File: src/hw/rtl/cbl_pkg.sv
// Shared types and constants for the color blob locator.
`timescale 1ns / 1ps
package cbl_pkg;

   localparam int CSR_ADDR_BITS = 3;
   localparam int COLOR_BITS    = 8;

   typedef enum logic [CSR_ADDR_BITS-1:0] {
      CSR_REGION_LEFT   = 3'd0,
      CSR_REGION_TOP    = 3'd1,
      CSR_REGION_RIGHT  = 3'd2,
      CSR_REGION_BOTTOM = 3'd3,
      CSR_MIN_PIXELS    = 3'd4,
      CSR_COLOR_TOL     = 3'd5
   } csr_index_type;

   localparam int RESET_REGION_LEFT   = 0;
   localparam int RESET_REGION_TOP    = 0;
   localparam int RESET_REGION_RIGHT  = 1920;
   localparam int RESET_REGION_BOTTOM = 1080;
   localparam int RESET_MIN_PIXELS    = 10000;
   localparam int RESET_COLOR_TOL     = 20;

   // Reference colors
   localparam int REF_A_RED   = 54;
   localparam int REF_A_GREEN = 183;
   localparam int REF_A_BLUE  = 82;
   localparam int REF_B_RED   = 20;
   localparam int REF_B_GREEN = 61;
   localparam int REF_B_BLUE  = 11;

   // Green-dominance rule
   localparam int GREEN_MARGIN = 40;
   localparam int GREEN_FLOOR  = 90;

   // Box span (max - min) of at least 80 in x and at least 30 in y
   localparam int BOX_MIN_SPAN_X = 80;
   localparam int BOX_MIN_SPAN_Y = 30;

   localparam int QUEUE_DEPTH = 4;

   typedef enum logic [2:0] {
      ST_ACCUM,
      ST_EVAL,
      ST_DIV_X,
      ST_DIV_Y,
      ST_EMIT
   } back_state_type;

   typedef struct packed {
      logic busy;
      logic done;
   } div_status_type;

endpackage

File: src/hw/rtl/cbl_front.sv
// Front end: accepts pixels, classifies them and hands matches and frame ends on.
`timescale 1ns / 1ps
module cbl_front #(
   parameter int COORD_BITS = 15
) (
   input  logic                               clock,
   input  logic                               reset,
   input  logic                               req_valid,
   output logic                               req_stall,
   input  logic signed [COORD_BITS-1:0]       req_pixel_x,
   input  logic signed [COORD_BITS-1:0]       req_pixel_y,
   input  logic [cbl_pkg::COLOR_BITS-1:0]     req_red,
   input  logic [cbl_pkg::COLOR_BITS-1:0]     req_green,
   input  logic [cbl_pkg::COLOR_BITS-1:0]     req_blue,
   input  logic                               req_frame_end,
   input  logic signed [COORD_BITS-1:0]       region_left,
   input  logic signed [COORD_BITS-1:0]       region_top,
   input  logic signed [COORD_BITS-1:0]       region_right,
   input  logic signed [COORD_BITS-1:0]       region_bottom,
   input  logic [cbl_pkg::COLOR_BITS-1:0]     color_tol,
   output logic                               push_valid,
   input  logic                               queue_full,
   output logic signed [COORD_BITS-1:0]       push_x,
   output logic signed [COORD_BITS-1:0]       push_y,
   output logic                               push_match,
   output logic                               push_last
);
   import cbl_pkg::*;

   logic                         hold_valid_ff, hold_valid_in;
   logic signed [COORD_BITS-1:0] hold_x_ff, hold_y_ff;
   logic                         hold_match_ff, hold_last_ff;
   logic                         accept;
   logic                         in_region;
   logic                         near_a, near_b, green_rule;
   logic                         is_match;

   function automatic logic near_ref(
      input logic [COLOR_BITS-1:0] r,
      input logic [COLOR_BITS-1:0] g,
      input logic [COLOR_BITS-1:0] b,
      input logic [COLOR_BITS-1:0] tr,
      input logic [COLOR_BITS-1:0] tg,
      input logic [COLOR_BITS-1:0] tb,
      input logic [COLOR_BITS-1:0] tol
   );
      logic [COLOR_BITS-1:0] dr, dg, db;
      dr = (r > tr) ? r - tr : tr - r;
      dg = (g > tg) ? g - tg : tg - g;
      db = (b > tb) ? b - tb : tb - b;
      return (dr <= tol) && (dg <= tol) && (db <= tol);
   endfunction

   assign in_region = (req_pixel_x >= region_left) && (req_pixel_x < region_right) &&
                      (req_pixel_y >= region_top) && (req_pixel_y < region_bottom);

   assign near_a = near_ref(req_red, req_green, req_blue, COLOR_BITS'(REF_A_RED),
                            COLOR_BITS'(REF_A_GREEN), COLOR_BITS'(REF_A_BLUE), color_tol);
   assign near_b = near_ref(req_red, req_green, req_blue, COLOR_BITS'(REF_B_RED),
                            COLOR_BITS'(REF_B_GREEN), COLOR_BITS'(REF_B_BLUE), color_tol);

   // One extra bit so red + margin cannot wrap
   assign green_rule =
      ({1'b0, req_green} > ({1'b0, req_red} + (COLOR_BITS+1)'(GREEN_MARGIN))) &&
      ({1'b0, req_green} > ({1'b0, req_blue} + (COLOR_BITS+1)'(GREEN_MARGIN))) &&
      (req_green > COLOR_BITS'(GREEN_FLOOR));

   assign is_match  = in_region && (near_a || near_b || green_rule);

   assign req_stall = hold_valid_ff && queue_full;
   assign accept    = req_valid && !req_stall;

   // Drop pixels that neither match nor close the frame
   always_comb begin
      if (accept) begin
         hold_valid_in = is_match || req_frame_end;
      end else begin
         hold_valid_in = hold_valid_ff && queue_full;
      end
   end

   always_ff @(posedge clock) begin
      if (reset) begin
         hold_valid_ff <= 1'b0;
      end else begin
         hold_valid_ff <= hold_valid_in;
      end
   end

   always_ff @(posedge clock) begin
      if (accept) begin
         hold_x_ff     <= req_pixel_x;
         hold_y_ff     <= req_pixel_y;
         hold_match_ff <= is_match;
         hold_last_ff  <= req_frame_end;
      end
   end

   assign push_valid = hold_valid_ff;
   assign push_x     = hold_x_ff;
   assign push_y     = hold_y_ff;
   assign push_match = hold_match_ff;
   assign push_last  = hold_last_ff;

endmodule

File: src/hw/rtl/cbl_fifo.sv
// Short queue between the classifying front and the accumulating back.
`timescale 1ns / 1ps
module cbl_fifo #(
   parameter int DATA_BITS = 32
) (
   input  logic                 clock,
   input  logic                 reset,
   input  logic                 push_valid,
   input  logic [DATA_BITS-1:0] push_data,
   output logic                 full,
   input  logic                 pop,
   output logic                 pop_valid,
   output logic [DATA_BITS-1:0] pop_data
);
   import cbl_pkg::*;

   localparam int PTR_BITS = $clog2(QUEUE_DEPTH);

   logic [DATA_BITS-1:0] entries_ff [QUEUE_DEPTH];
   logic [PTR_BITS-1:0]  wr_ptr_ff, wr_ptr_in;
   logic [PTR_BITS-1:0]  rd_ptr_ff, rd_ptr_in;
   logic [PTR_BITS:0]    count_ff, count_in;
   logic                 do_push, do_pop;

   assign full      = (count_ff == (PTR_BITS+1)'(QUEUE_DEPTH));
   assign pop_valid = (count_ff != '0);
   assign pop_data  = entries_ff[rd_ptr_ff];
   assign do_push   = push_valid && !full;
   assign do_pop    = pop && pop_valid;

   always_comb begin
      wr_ptr_in = do_push ? wr_ptr_ff + 1'b1 : wr_ptr_ff;
      rd_ptr_in = do_pop ? rd_ptr_ff + 1'b1 : rd_ptr_ff;
      count_in  = count_ff;
      if (do_push && !do_pop) begin
         count_in = count_ff + 1'b1;
      end else if (do_pop && !do_push) begin
         count_in = count_ff - 1'b1;
      end
   end

   always_ff @(posedge clock) begin
      if (reset) begin
         wr_ptr_ff <= '0;
         rd_ptr_ff <= '0;
         count_ff  <= '0;
      end else begin
         wr_ptr_ff <= wr_ptr_in;
         rd_ptr_ff <= rd_ptr_in;
         count_ff  <= count_in;
      end
   end

   always_ff @(posedge clock) begin
      if (do_push) begin
         entries_ff[wr_ptr_ff] <= push_data;
      end
   end

endmodule

File: src/hw/rtl/cbl_div.sv
// Restoring divider, one quotient bit per cycle, unsigned magnitudes.
`timescale 1ns / 1ps
module cbl_div #(
   parameter int DIVIDEND_BITS = 40,
   parameter int DIVISOR_BITS  = 24
) (
   input  logic                         clock,
   input  logic                         reset,
   input  logic                         start,
   input  logic [DIVIDEND_BITS-1:0]     dividend,
   input  logic [DIVISOR_BITS-1:0]      divisor,
   output cbl_pkg::div_status_type      status,
   output logic [DIVIDEND_BITS-1:0]     quotient
);
   import cbl_pkg::*;

   localparam int STEP_BITS = $clog2(DIVIDEND_BITS + 1);

   logic                     busy_ff, busy_in;
   logic                     done_ff, done_in;
   logic [STEP_BITS-1:0]     step_ff, step_in;
   logic [DIVISOR_BITS-1:0]  rem_ff, rem_in;
   logic [DIVIDEND_BITS-1:0] quo_ff, quo_in;
   logic [DIVISOR_BITS-1:0]  dvs_ff, dvs_in;
   logic [DIVISOR_BITS:0]    shifted;
   logic [DIVISOR_BITS:0]    diff;
   logic                     fits;

   assign shifted = {rem_ff, quo_ff[DIVIDEND_BITS-1]};
   assign diff    = shifted - {1'b0, dvs_ff};
   assign fits    = (shifted >= {1'b0, dvs_ff});

   always_comb begin
      busy_in = busy_ff;
      done_in = 1'b0;
      step_in = step_ff;
      rem_in  = rem_ff;
      quo_in  = quo_ff;
      dvs_in  = dvs_ff;
      if (start) begin
         busy_in = 1'b1;
         step_in = STEP_BITS'(DIVIDEND_BITS);
         rem_in  = '0;
         quo_in  = dividend;
         dvs_in  = divisor;
      end else if (busy_ff) begin
         rem_in  = fits ? diff[DIVISOR_BITS-1:0] : shifted[DIVISOR_BITS-1:0];
         quo_in  = {quo_ff[DIVIDEND_BITS-2:0], fits};
         step_in = step_ff - 1'b1;
         if (step_ff == STEP_BITS'(1)) begin
            busy_in = 1'b0;
            done_in = 1'b1;
         end
      end
   end

   always_ff @(posedge clock) begin
      if (reset) begin
         busy_ff <= 1'b0;
         done_ff <= 1'b0;
      end else begin
         busy_ff <= busy_in;
         done_ff <= done_in;
      end
   end

   always_ff @(posedge clock) begin
      step_ff <= step_in;
      rem_ff  <= rem_in;
      quo_ff  <= quo_in;
      dvs_ff  <= dvs_in;
   end

   assign status.busy = busy_ff;
   assign status.done = done_ff;
   assign quotient    = quo_ff;

endmodule

File: src/hw/rtl/cbl_back.sv
// Back end: accumulates matches, forms the frame result and holds it for the consumer.
`timescale 1ns / 1ps
module cbl_back #(
   parameter int COORD_BITS = 15,
   parameter int COUNT_BITS = 24
) (
   input  logic                                    clock,
   input  logic                                    reset,
   input  logic                                    pop_valid,
   output logic                                    pop,
   input  logic signed [COORD_BITS-1:0]            pop_x,
   input  logic signed [COORD_BITS-1:0]            pop_y,
   input  logic                                    pop_match,
   input  logic                                    pop_last,
   input  logic [COUNT_BITS-1:0]                   min_pixels,
   output logic                                    div_start,
   output logic [COUNT_BITS+COORD_BITS:0]          div_dividend,
   output logic [COUNT_BITS-1:0]                   div_divisor,
   input  cbl_pkg::div_status_type                 div_status,
   input  logic [COUNT_BITS+COORD_BITS:0]          div_quotient,
   output logic                                    rsp_valid,
   input  logic                                    rsp_stall,
   output logic                                    rsp_target_found,
   output logic signed [COORD_BITS-1:0]            rsp_target_x,
   output logic signed [COORD_BITS-1:0]            rsp_target_y,
   output logic                                    rsp_used_centroid,
   output logic [COUNT_BITS-1:0]                   rsp_matched_count
);
   import cbl_pkg::*;

   localparam int SUM_BITS = COUNT_BITS + COORD_BITS + 1;
   localparam logic signed [COORD_BITS-1:0] COORD_MAX = {1'b0, {(COORD_BITS-1){1'b1}}};
   localparam logic signed [COORD_BITS-1:0] COORD_MIN = {1'b1, {(COORD_BITS-1){1'b0}}};
   localparam logic signed [SUM_BITS-1:0]   SUM_MAX   = {1'b0, {(SUM_BITS-1){1'b1}}};
   localparam logic signed [SUM_BITS-1:0]   SUM_MIN   = {1'b1, {(SUM_BITS-1){1'b0}}};
   localparam logic [SUM_BITS-1:0] POS_LIMIT = {{(SUM_BITS-COORD_BITS+1){1'b0}},
                                                {(COORD_BITS-1){1'b1}}};
   localparam logic [SUM_BITS-1:0] NEG_LIMIT = {{(SUM_BITS-COORD_BITS){1'b0}}, 1'b1,
                                                {(COORD_BITS-1){1'b0}}};
   localparam logic signed [COORD_BITS:0] SPAN_X_MIN = (COORD_BITS+1)'(BOX_MIN_SPAN_X);
   localparam logic signed [COORD_BITS:0] SPAN_Y_MIN = (COORD_BITS+1)'(BOX_MIN_SPAN_Y);

   back_state_type               state_ff, state_in;
   logic [COUNT_BITS-1:0]        count_ff, count_in;
   logic signed [SUM_BITS-1:0]   sum_x_ff, sum_x_in, sum_y_ff, sum_y_in;
   logic signed [COORD_BITS-1:0] min_x_ff, min_x_in, min_y_ff, min_y_in;
   logic signed [COORD_BITS-1:0] max_x_ff, max_x_in, max_y_ff, max_y_in;
   logic                         found_ff, found_in, cent_ff, cent_in;
   logic signed [COORD_BITS-1:0] tx_ff, tx_in, ty_ff, ty_in;
   logic                         rsp_valid_ff, rsp_valid_in;
   logic                         rsp_found_ff, rsp_cent_ff;
   logic signed [COORD_BITS-1:0] rsp_x_ff, rsp_y_ff;
   logic [COUNT_BITS-1:0]        rsp_count_ff;

   logic                         enough, box_ok, use_centroid;
   logic signed [COORD_BITS:0]   span_x, span_y, pair_x, pair_y, round_x, round_y;
   logic signed [COORD_BITS-1:0] mid_x, mid_y;
   logic                         neg_x, neg_y;
   logic [SUM_BITS-1:0]          mag_x, mag_y;
   logic                         out_free, emit;

   function automatic logic signed [SUM_BITS-1:0] sat_add(
      input logic signed [SUM_BITS-1:0]   s,
      input logic signed [COORD_BITS-1:0] v
   );
      logic signed [SUM_BITS:0] t;
      t = $signed({s[SUM_BITS-1], s}) + (SUM_BITS+1)'(v);
      if (t[SUM_BITS] != t[SUM_BITS-1]) begin
         return t[SUM_BITS] ? SUM_MIN : SUM_MAX;
      end
      return t[SUM_BITS-1:0];
   endfunction

   // Clamp a quotient magnitude to the coordinate range, then apply the sign
   function automatic logic signed [COORD_BITS-1:0] to_coord(
      input logic [SUM_BITS-1:0] mag,
      input logic                neg
   );
      logic [SUM_BITS-1:0] lim;
      logic [SUM_BITS-1:0] m;
      lim = neg ? NEG_LIMIT : POS_LIMIT;
      m   = (mag > lim) ? lim : mag;
      m   = neg ? (~m + 1'b1) : m;
      return m[COORD_BITS-1:0];
   endfunction

   // Frame decision
   assign span_x = $signed({max_x_ff[COORD_BITS-1], max_x_ff}) -
                   $signed({min_x_ff[COORD_BITS-1], min_x_ff});
   assign span_y = $signed({max_y_ff[COORD_BITS-1], max_y_ff}) -
                   $signed({min_y_ff[COORD_BITS-1], min_y_ff});
   assign enough       = (count_ff >= min_pixels);
   assign box_ok       = (span_x >= SPAN_X_MIN) && (span_y >= SPAN_Y_MIN);
   assign use_centroid = enough && !box_ok && (count_ff != '0);

   // Box centre, halved toward zero
   assign pair_x  = $signed({min_x_ff[COORD_BITS-1], min_x_ff}) +
                    $signed({max_x_ff[COORD_BITS-1], max_x_ff});
   assign pair_y  = $signed({min_y_ff[COORD_BITS-1], min_y_ff}) +
                    $signed({max_y_ff[COORD_BITS-1], max_y_ff});
   assign round_x = pair_x + $signed({{COORD_BITS{1'b0}}, pair_x[COORD_BITS]});
   assign round_y = pair_y + $signed({{COORD_BITS{1'b0}}, pair_y[COORD_BITS]});
   assign mid_x   = round_x[COORD_BITS:1];
   assign mid_y   = round_y[COORD_BITS:1];

   assign neg_x = sum_x_ff[SUM_BITS-1];
   assign neg_y = sum_y_ff[SUM_BITS-1];
   assign mag_x = neg_x ? (~sum_x_ff + 1'b1) : sum_x_ff;
   assign mag_y = neg_y ? (~sum_y_ff + 1'b1) : sum_y_ff;

   assign out_free = !rsp_valid_ff || !rsp_stall;

   // Next state
   always_comb begin
      state_in = state_ff;
      case (state_ff)
         ST_ACCUM: begin
            if (pop_valid && pop_last) begin
               state_in = ST_EVAL;
            end
         end
         ST_EVAL: begin
            state_in = use_centroid ? ST_DIV_X : ST_EMIT;
         end
         ST_DIV_X: begin
            if (div_status.done) begin
               state_in = ST_DIV_Y;
            end
         end
         ST_DIV_Y: begin
            if (div_status.done) begin
               state_in = ST_EMIT;
            end
         end
         ST_EMIT: begin
            if (out_free) begin
               state_in = ST_ACCUM;
            end
         end
         default: begin
            state_in = ST_ACCUM;
         end
      endcase
   end

   // State outputs
   always_comb begin
      pop          = 1'b0;
      div_start    = 1'b0;
      div_dividend = mag_x;
      emit         = 1'b0;
      case (state_ff)
         ST_ACCUM: begin
            pop = pop_valid;
         end
         ST_EVAL: begin
            div_start = use_centroid;
         end
         ST_DIV_X: begin
            div_start    = div_status.done;
            div_dividend = mag_y;
         end
         ST_DIV_Y: begin
            div_dividend = mag_y;
         end
         ST_EMIT: begin
            emit = out_free;
         end
         default: begin
            pop = 1'b0;
         end
      endcase
   end

   assign div_divisor = count_ff;

   // Accumulators and result staging
   always_comb begin
      count_in = count_ff;
      sum_x_in = sum_x_ff;
      sum_y_in = sum_y_ff;
      min_x_in = min_x_ff;
      min_y_in = min_y_ff;
      max_x_in = max_x_ff;
      max_y_in = max_y_ff;
      found_in = found_ff;
      cent_in  = cent_ff;
      tx_in    = tx_ff;
      ty_in    = ty_ff;
      if (pop && pop_match) begin
         if (count_ff != '1) begin
            count_in = count_ff + 1'b1;
         end
         sum_x_in = sat_add(sum_x_ff, pop_x);
         sum_y_in = sat_add(sum_y_ff, pop_y);
         if (pop_x < min_x_ff) min_x_in = pop_x;
         if (pop_y < min_y_ff) min_y_in = pop_y;
         if (pop_x > max_x_ff) max_x_in = pop_x;
         if (pop_y > max_y_ff) max_y_in = pop_y;
      end
      if (state_ff == ST_EVAL) begin
         found_in = enough && (box_ok || (count_ff != '0));
         cent_in  = use_centroid;
         tx_in    = (enough && box_ok) ? mid_x : '0;
         ty_in    = (enough && box_ok) ? mid_y : '0;
      end
      if (state_ff == ST_DIV_X && div_status.done) begin
         tx_in = to_coord(div_quotient, neg_x);
      end
      if (state_ff == ST_DIV_Y && div_status.done) begin
         ty_in = to_coord(div_quotient, neg_y);
      end
      // Start the next frame once the result is handed over
      if (emit) begin
         count_in = '0;
         sum_x_in = '0;
         sum_y_in = '0;
         min_x_in = COORD_MAX;
         min_y_in = COORD_MAX;
         max_x_in = COORD_MIN;
         max_y_in = COORD_MIN;
      end
   end

   always_comb begin
      rsp_valid_in = rsp_valid_ff;
      if (emit) begin
         rsp_valid_in = 1'b1;
      end else if (rsp_valid_ff && !rsp_stall) begin
         rsp_valid_in = 1'b0;
      end
   end

   always_ff @(posedge clock) begin
      if (reset) begin
         state_ff     <= ST_ACCUM;
         count_ff     <= '0;
         sum_x_ff     <= '0;
         sum_y_ff     <= '0;
         min_x_ff     <= COORD_MAX;
         min_y_ff     <= COORD_MAX;
         max_x_ff     <= COORD_MIN;
         max_y_ff     <= COORD_MIN;
         rsp_valid_ff <= 1'b0;
      end else begin
         state_ff     <= state_in;
         count_ff     <= count_in;
         sum_x_ff     <= sum_x_in;
         sum_y_ff     <= sum_y_in;
         min_x_ff     <= min_x_in;
         min_y_ff     <= min_y_in;
         max_x_ff     <= max_x_in;
         max_y_ff     <= max_y_in;
         rsp_valid_ff <= rsp_valid_in;
      end
   end

   always_ff @(posedge clock) begin
      found_ff <= found_in;
      cent_ff  <= cent_in;
      tx_ff    <= tx_in;
      ty_ff    <= ty_in;
      if (emit) begin
         rsp_found_ff <= found_ff;
         rsp_cent_ff  <= cent_ff;
         rsp_x_ff     <= tx_ff;
         rsp_y_ff     <= ty_ff;
         rsp_count_ff <= count_ff;
      end
   end

   assign rsp_valid         = rsp_valid_ff;
   assign rsp_target_found  = rsp_found_ff;
   assign rsp_target_x      = rsp_x_ff;
   assign rsp_target_y      = rsp_y_ff;
   assign rsp_used_centroid = rsp_cent_ff;
   assign rsp_matched_count = rsp_count_ff;

endmodule

File: src/hw/rtl/color_blob_locator.sv
// Top level of the color blob locator: registers, front, queue, back and divider.
//
//   channel | direction | handshake         | payload
//   --------+-----------+-------------------+------------------------------------------
//   req_    | in        | req_valid/stall   | pixel_x, pixel_y, red, green, blue, frame_end
//   rsp_    | out       | rsp_valid/stall   | target_found, target_x, target_y,
//           |           |                   | used_centroid, matched_count
//   csr_    | in        | csr_we            | csr_addr, csr_wdata
//
// Pixels are taken one per cycle while req_stall is low; the back end takes one queued
// match or frame end per cycle while it accumulates. A box or empty result at a frame
// end needs no division; a centroid is divided out bit by bit in the shared divider,
// x then y.
// Meanwhile the front keeps taking pixels until its hold register and 4-entry queue fill.
// Reset is synchronous and needs no clearing pass.
// The result sits in an output register, so a stalled rsp_ side holds the back end only when its next result is ready.
`timescale 1ns / 1ps
module color_blob_locator #(
   parameter int COORD_BITS = 15,
   parameter int COUNT_BITS = 24
) (
   input  logic                                 clock,
   input  logic                                 reset,
   input  logic                                 req_valid,
   output logic                                 req_stall,
   input  logic signed [COORD_BITS-1:0]         req_pixel_x,
   input  logic signed [COORD_BITS-1:0]         req_pixel_y,
   input  logic [cbl_pkg::COLOR_BITS-1:0]       req_red,
   input  logic [cbl_pkg::COLOR_BITS-1:0]       req_green,
   input  logic [cbl_pkg::COLOR_BITS-1:0]       req_blue,
   input  logic                                 req_frame_end,
   output logic                                 rsp_valid,
   input  logic                                 rsp_stall,
   output logic                                 rsp_target_found,
   output logic signed [COORD_BITS-1:0]         rsp_target_x,
   output logic signed [COORD_BITS-1:0]         rsp_target_y,
   output logic                                 rsp_used_centroid,
   output logic [COUNT_BITS-1:0]                rsp_matched_count,
   input  logic                                 csr_we,
   input  logic [cbl_pkg::CSR_ADDR_BITS-1:0]    csr_addr,
   input  logic [COUNT_BITS-1:0]                csr_wdata
);
   import cbl_pkg::*;

   localparam int SUM_BITS  = COUNT_BITS + COORD_BITS + 1;
   localparam int ITEM_BITS = 2 * COORD_BITS + 2;

   logic signed [COORD_BITS-1:0] region_left_ff, region_top_ff;
   logic signed [COORD_BITS-1:0] region_right_ff, region_bottom_ff;
   logic [COUNT_BITS-1:0]        min_pixels_ff;
   logic [COLOR_BITS-1:0]        color_tol_ff;

   logic                         push_valid, queue_full, push_match, push_last;
   logic signed [COORD_BITS-1:0] push_x, push_y;
   logic [ITEM_BITS-1:0]         push_data, pop_data;
   logic                         pop, pop_valid;
   logic signed [COORD_BITS-1:0] pop_x, pop_y;
   logic                         pop_match, pop_last;

   logic                         div_start;
   logic [SUM_BITS-1:0]          div_dividend, div_quotient;
   logic [COUNT_BITS-1:0]        div_divisor;
   div_status_type               div_status;

   always_ff @(posedge clock) begin
      if (reset) begin
         region_left_ff   <= COORD_BITS'(RESET_REGION_LEFT);
         region_top_ff    <= COORD_BITS'(RESET_REGION_TOP);
         region_right_ff  <= COORD_BITS'(RESET_REGION_RIGHT);
         region_bottom_ff <= COORD_BITS'(RESET_REGION_BOTTOM);
         min_pixels_ff    <= COUNT_BITS'(RESET_MIN_PIXELS);
         color_tol_ff     <= COLOR_BITS'(RESET_COLOR_TOL);
      end else if (csr_we) begin
         case (csr_index_type'(csr_addr))
            CSR_REGION_LEFT:   region_left_ff   <= csr_wdata[COORD_BITS-1:0];
            CSR_REGION_TOP:    region_top_ff    <= csr_wdata[COORD_BITS-1:0];
            CSR_REGION_RIGHT:  region_right_ff  <= csr_wdata[COORD_BITS-1:0];
            CSR_REGION_BOTTOM: region_bottom_ff <= csr_wdata[COORD_BITS-1:0];
            CSR_MIN_PIXELS:    min_pixels_ff    <= csr_wdata;
            CSR_COLOR_TOL:     color_tol_ff     <= csr_wdata[COLOR_BITS-1:0];
            default: begin
               // writes past the register list are ignored
            end
         endcase
      end
   end

   cbl_front #(
      .COORD_BITS (COORD_BITS)
   ) u_front (
      .clock         (clock),
      .reset         (reset),
      .req_valid     (req_valid),
      .req_stall     (req_stall),
      .req_pixel_x   (req_pixel_x),
      .req_pixel_y   (req_pixel_y),
      .req_red       (req_red),
      .req_green     (req_green),
      .req_blue      (req_blue),
      .req_frame_end (req_frame_end),
      .region_left   (region_left_ff),
      .region_top    (region_top_ff),
      .region_right  (region_right_ff),
      .region_bottom (region_bottom_ff),
      .color_tol     (color_tol_ff),
      .push_valid    (push_valid),
      .queue_full    (queue_full),
      .push_x        (push_x),
      .push_y        (push_y),
      .push_match    (push_match),
      .push_last     (push_last)
   );

   assign push_data = {push_x, push_y, push_match, push_last};

   cbl_fifo #(
      .DATA_BITS (ITEM_BITS)
   ) u_fifo (
      .clock      (clock),
      .reset      (reset),
      .push_valid (push_valid),
      .push_data  (push_data),
      .full       (queue_full),
      .pop        (pop),
      .pop_valid  (pop_valid),
      .pop_data   (pop_data)
   );

   assign pop_x     = $signed(pop_data[ITEM_BITS-1 -: COORD_BITS]);
   assign pop_y     = $signed(pop_data[COORD_BITS+1 -: COORD_BITS]);
   assign pop_match = pop_data[1];
   assign pop_last  = pop_data[0];

   cbl_back #(
      .COORD_BITS (COORD_BITS),
      .COUNT_BITS (COUNT_BITS)
   ) u_back (
      .clock             (clock),
      .reset             (reset),
      .pop_valid         (pop_valid),
      .pop               (pop),
      .pop_x             (pop_x),
      .pop_y             (pop_y),
      .pop_match         (pop_match),
      .pop_last          (pop_last),
      .min_pixels        (min_pixels_ff),
      .div_start         (div_start),
      .div_dividend      (div_dividend),
      .div_divisor       (div_divisor),
      .div_status        (div_status),
      .div_quotient      (div_quotient),
      .rsp_valid         (rsp_valid),
      .rsp_stall         (rsp_stall),
      .rsp_target_found  (rsp_target_found),
      .rsp_target_x      (rsp_target_x),
      .rsp_target_y      (rsp_target_y),
      .rsp_used_centroid (rsp_used_centroid),
      .rsp_matched_count (rsp_matched_count)
   );

   cbl_div #(
      .DIVIDEND_BITS (SUM_BITS),
      .DIVISOR_BITS  (COUNT_BITS)
   ) u_div (
      .clock    (clock),
      .reset    (reset),
      .start    (div_start),
      .dividend (div_dividend),
      .divisor  (div_divisor),
      .status   (div_status),
      .quotient (div_quotient)
   );

   // The front only stalls when its hold register cannot drain into the queue
   assert property (@(posedge clock) disable iff (reset) req_stall |-> queue_full)
      else $error("req_stall raised while the queue has room");

   // A new division never starts on top of one in flight
   assert property (@(posedge clock) disable iff (reset) div_start |-> !div_status.busy)
      else $error("divider restarted while busy");

   // An empty result carries zero position and no centroid flag
   assert property (@(posedge clock) disable iff (reset)
      (rsp_valid && !rsp_target_found) |->
         (rsp_target_x == '0 && rsp_target_y == '0 && !rsp_used_centroid))
      else $error("not-found result with nonzero position");

endmodule

File: config.mk
export PLATFORM = sky130hd
export DESIGN_NAME = color_blob_locator
export DESIGN_NICKNAME = d
export VERILOG_FILES = /design/src/hw/rtl/cbl_pkg.sv /design/src/hw/rtl/cbl_front.sv /design/src/hw/rtl/cbl_fifo.sv /design/src/hw/rtl/cbl_div.sv /design/src/hw/rtl/cbl_back.sv /design/src/hw/rtl/color_blob_locator.sv
export SDC_FILE = /design/constraint.sdc
export NUM_CORES = 2
export LEC_CHECK = 0
export BUFFER_PORTS_ARGS = -buffer_cell sky130_fd_sc_hd__buf_2
export CELL_PAD_IN_SITES_DETAIL_PLACEMENT = 1
export CELL_PAD_IN_SITES_GLOBAL_PLACEMENT = 1
export CORE_MARGIN = 2
export CORE_UTILIZATION = 50
export DETAILED_ROUTE_END_ITERATION = 16
export PLACE_DENSITY_LB_ADDON = 0.1
export SLEW_MARGIN = 30
export SYNTH_ARGS = -nofsm -noshare
export SYNTH_HDL_FRONTEND = slang
export SYNTH_HIERARCHICAL = 1
export SYNTH_SLANG_ARGS = --single-unit
File: constraint.sdc
create_clock -name clock -period 6.1 [get_ports clock]
set_input_delay 1.22 -clock clock [delete_from_list [all_inputs] [get_ports clock]]
set_output_delay 1.22 -clock clock [all_outputs]
set_load 0.03 [all_outputs]
**After elaboration in Yosys (flattened, before gate mapping)**

Memory sizes are Yosys's and may differ from the RTL's. A register that Yosys moved wholly into a read port is not among the register bits.
Index checks and enable logic that the tools add are counted.

- $add $sub $neg: 33
- Bitwise operators: 5
- Shifts and indexed selects: 0
- Order comparisons: 29
- Mux-type cells: 56
- Reductions and logical operators: 62
- Multiply operators: 0
- Equal/unequal tests: 18
- Divide/modulo/power cells: 0

Operator list:

| operator | count |
|---|---|
| $mux W40 | 11 |
| $mux W15 | 12 |
| $add A40 B15 Y41 | 2 |
| $add A40 B1 Y40 const B | 2 |
| $gt A40 B15 Y1 | 2 |
| $not A40 Y40 | 2 |
| $lt A15 B15 Y1 | 4 |
| $le A8 B8 Y1 | 6 |
| $mux W8 | 6 |
| $add A15 B15 Y16 | 2 |
| $add A16 B2 Y16 | 2 |
| $sub A15 B15 Y16 | 2 |
| $add A15 B1 Y15 const B | 2 |
| $ge A15 B15 Y1 | 2 |
| $gt A15 B15 Y1 | 2 |
| $not A15 Y15 | 2 |
| $logic_and A1 B1 Y1 | 26 |
| $ge A25 B24 Y1 | 1 |
| $add A24 B1 Y24 const B | 1 |
| $ge A24 B24 Y1 | 1 |
| $mux W24 | 1 |
| $ne A24 B24 Y1 const B | 1 |
| $reduce_bool A24 Y1 | 1 |
| $sub A24 B24 Y24 | 1 |
| other kinds (44) | 109 |

- Word-level logic and storage cells: 242
- Bits in read-only memories: 0
- Output and inout port bits: 58
- Flip-flop bits (word level): 484
- Bits of input ports: 87
- Memory bits (writable): 128
- Memories kept: 1
- Latch bits: 0

Memory list:

| name | depth | bits a word | read ports | clocked after Yosys merged registers in | write ports | line | RTL |
|---|---|---|---|---|---|---|---|
| u_fifo.entries_ff | 4 | 32 | 1 | 1 | 1 | cbl_fifo.sv:19 | `logic [DATA_BITS-1:0] entries_ff [QUEUE_DEPTH];` |

**Depth between registers and ports, before layout**

- Depth after elaboration: 10
- Depth in mapped cells: 19

**Cells and area by module**

Netlist, hierarchy kept.

By module, submodules not included:

| module | cells each | times used | area an instance (sq um) | seq. area each (sq um) |
|---|---|---|---|---|
| cbl_back | 2,758 | 1 | 22,640.5 | 6,005.8 |
| cbl_front | 655 | 1 | 5,542.8 | 980.9 |
| cbl_div | 513 | 1 | 5,472.7 | 2,562.5 |
| cbl_fifo | 215 | 1 | 5,133.7 | 4,023.9 |
| color_blob_locator | 348 | 1 | 3,752.3 | 1,841.8 |

**Worst setup path before layout**

OpenSTA, ideal clock, no wires.

- Path kind: input to register
- Start: input port rsp_stall
- End: register u_back.min_y_ff[0]
- Setup slack: 851 ps
- Required time: 6,019 ps
- Stages on the path: 5
- Setup time: 81 ps
- Arrival: 5,169 ps
- Cells stage by stage: a21oi_1 nor2_1 clkbuf_1 clkbuf_1 o211ai_1

- Longest elaborated chain between the ends: 4

Ends and longest elaborated chain:

| element | line | RTL |
|---|---|---|
| start, declared | color_blob_locator.sv:33 | `input logic rsp_stall,` |
| $logic_not A1 Y1 | cbl_back.sv:111 | `assign out_free = !rsp_valid_ff \|\| !rsp_stall;` |
| $logic_or A1 B1 Y1 | cbl_back.sv:111 |  |
| $mux W1 | cbl_back.sv:152 | `case (state_ff)` |
| $reduce_or A2 Y1 (no source line) | -- |  |
| end signal, assigned | cbl_back.sv:251 | `min_y_ff <= min_y_in;` |
| end, declared | cbl_back.sv:46 | `logic signed [COORD_BITS-1:0] min_x_ff, min_x_in, min_y_ff, min_y_in;` |

No other way between the ends.
A chain may end at the register's enable or synchronous reset.

==> impl_results.md <==
* Syn avg cell area at 9.48 um^2
* Static Leak at slightly below 0.02 uW
* Least-Margin Pin Slew at 0.983 ns
* Crit path DAT at 5.91 ns
* Critical Path RT at 6.60 ns
* CP max-delay cell: mux4_1
* Initial antenna violation count at 0
* Max VDD drop at 0.280 mV
* PwrDens at 439 nW/um^2
* Max Freq at 185 MHz
* Clock skew at 0.0260 ns
* Sw Ratio at 44.4%
* CTS tree: done
* Wire per inst at between 20 and 25 um
* Clk root buf: clkbuf_16
* Clock sinks at 614
* Post-Syn Nets at 5024
* Fin crit period at 5.41 ns
* Grt total ovfl at 0
* Dpl cell area at 44100 um^2
* Gr usage total at 29.3%
* Clk Latency, worst-skew pair at between 0.6 and 0.7 ns
* Post-route insts no fill at 5738
* CTS Hold Bufs at 0
* Hold wc startpoint: u_back/ty_ff[1]
* N_diodes at 0
* GP Congestion at 0.911
* Worst setup SP type: flip-flop
* Crit path top cell by count: buf_4
* Util after Layout at 55.3%
* Router iterations before antenna repair at 5
* Final setup fails at 0
* Placed insts at 5603
* Post-Synthesis Cells at between 4000 and 5000
* RSZ-0062 raised after global routing: false
* Synthesis Warnings at 6
* Initial Util at 50.7%
* CTS clk-pin slew, worst paths at 0.06 ns
* IO buf count at approximately 140
* DRT Wirelength at 130000 um
* Hold Path Sink: u_back/rsp_target_y[1]
* Status: finished, final reports clean
* Final net count at 5080
* Crit path max-delay family: compound AO/OA/AOI/OAI gates
* Buf+Inv Stages, Crit Path at 4
* Die area at 87400 um^2
* Cell internal pwr at 11300 uW
* DIE WIDTH at roughly 300 um
* Hold depth at 0
* Top Ports at 145
* Slowest stage delay, CP at roughly 0.65 ns
* Longest Clk Path Bufs at 3
* R2r endpoint: u_back/sum_x_ff[33]
* Total setup buffers inserted after CTS at 0
* HP Class: flip-flop to flip-flop
* Internal reg-to-reg setup slack at roughly 0.69 ns
* Combinational share of power at 51.7%
* Via Count at roughly 35000
* H-tree depth at 3
* Proportion of layout cells with a drive suffix above 1 at 9.88%
* CP cell instances: buf_4, mux4_1, ha_1, inv_1, fa_1, nor2b_1, o31a_1, o31ai_1, a311oi_1, o32ai_1, o221ai_1, nor2_1, o31ai_1, buf_4, a21oi_4, buf_4, maj3_1, a21oi_1
* Setup_tns at 0 ns
* Max cap viols at 0
* Final hold viol count at 0
* CTS buffer count at 72
* Row count at around 110
* Sequential Power Share at 27.0%
* Dpl hpwl at 96100 um
* Max-slew headroom at 34.1%
* First-pass GRT wire length at between 200000 and 250000 um
* Critical path endpoint category: flip-flop
* Antenna Nets Post-Route at 0
* Vias in the first global route at 35500
* Clock network fraction of total power at 21.3%
* R2R depth at 18
* Core Area at 84000 um^2
* Switching pwr at 9060 uW
* Worst hold margin at 0.424 ns
* DRC at 0
* Die Span Y at 296 um
* Area growth syn-to-layout at 9.24%
* Slew Limit Fails at 0
* Cts repair resizes at 0
* Initial drt markers at 1957
* Largest net degree at the start of global routing at roughly 110
* Max FO, Critical Path at 39
* Vias per cell at 6.05
* Final Cycle Share at 88.7%
* Critical path class: flip-flop to flip-flop
* Post-Layout Inst Area at between 40000 and 50000 um^2
* Syn Std Cell Area at 42500 um^2
## sequential cells by signal, summed over array words and instances, names as in the netlist, 24 cells and up, named ones only
register	count
u_back/div_divisor	24
u_back/sum_x_ff	40
min_pixels_ff	24
u_back/rsp_matched_count	24
u_div/quotient	40
u_div/rem_ff	24
u_fifo/entries_ff	128
u_div/dvs_ff	24
u_back/sum_y_ff	40
## per-layer routing
layer  global-route usage (%)  vias to the layer above  share of wire [%]
li1                         -                    16600                  -
met1                     38.1                    17300                 44
met2                     51.3                      688                 49
met3                     3.04                      191                3.7
met4                     8.80                        0                2.7
met5                        0                        -                  0
## worst max path at each step
| stage | start | end | slack, ns | cells past startpoint |
|---|---|---|---|---|
| 6_report | flip-flop | u_back/sum_x_ff[33] | 0.69 | 18 |
| 5_1_grt | flip-flop | u_back/sum_y_ff[17] | 0.31 | 13 |
| 3_3_place_gp | flip-flop | u_back/sum_y_ff[10] | 0.85 | 13 |
| 3_5_place_dp | flip-flop | u_back/sum_x_ff[33] | 0.63 | 18 |
| 2_1_floorplan | rsp_stall | u_back/min_y_ff[0] | 0.85 | 5 |
| 4_1_cts | flip-flop | u_back/sum_x_ff[18] | 0.60 | 18 |
## layout by cell type, fill, tap and decap left out, types with 30 or more instances in the layout
| master | n |
|---|---|
| a21o_1 | 91 |
| a21oi_1 | 331 |
| a31oi_1 | 43 |
| buf_2 | 143 |
| buf_4 | 42 |
| clkbuf_16 | 74 |
| dfxtp_1 | 299 |
| edfxtp_1 | 312 |
| ha_1 | 441 |
| inv_1 | 263 |
| maj3_1 | 74 |
| mux2_2 | 42 |
| mux2i_1 | 166 |
| mux4_2 | 30 |
| nand2_1 | 257 |
| nand2b_1 | 147 |
| nand3_1 | 85 |
| nand4_1 | 63 |
| nor2_1 | 315 |
| nor2b_1 | 50 |
| nor3_1 | 72 |
| nor4_1 | 37 |
| o21a_1 | 45 |
| o21ai_0 | 315 |
| o22ai_1 | 33 |
| o31ai_1 | 33 |
| xnor2_1 | 144 |
| xor2_1 | 135 |
## worst register-to-register path, stage by stage (launching register included)
cell and delay [ns]:
dfxtp_2 0.51, buf_4 0.28, mux4_1 0.65, ha_1 0.27, inv_1 0.07, fa_1 0.21
nor2b_1 0.08, o31a_1 0.28, o31ai_1 0.42, a311oi_1 0.27, o32ai_1 0.63, o221ai_1 0.28
nor2_1 0.14, o31ai_1 0.07, buf_4 0.16, a21oi_4 0.13, buf_4 0.44, maj3_1 0.29
a21oi_1 0.08
## layout make-up
cell class / count / area (um^2)
Clock inverter: 45 / 407
Inverter: 267 / 1000
Clock buffer: 89 / 1940
Multi-Input combinational cell: 3403 / 25200
Fill cell: 9474 / 37500
Timing Repair Buffer: 186 / 1060
Tap cell: 1134 / 1420
Sequential cell: 614 / 15400
## power groups by stage
stage          Clock [uW]  Sequential [uW]  Combinational [uW]
5_1_grt              4570             5560               11500
2_1_floorplan           0             5350                7430
6_report             4350             5500               10500
3_5_place_dp            0             5570               10300
4_1_cts              4430             5490               10400
3_3_place_gp            0             5540               10000
## metrics by stage
step	worst slack (ns)	total power, uW
4_1_cts	0.604	20400
2_1_floorplan	0.851	12800
5_1_grt	0.306	21600
3_3_place_gp	0.846	15600
3_5_place_dp	0.633	15900
6_report	0.689	20400
Power figures use the tool's default switching activity.
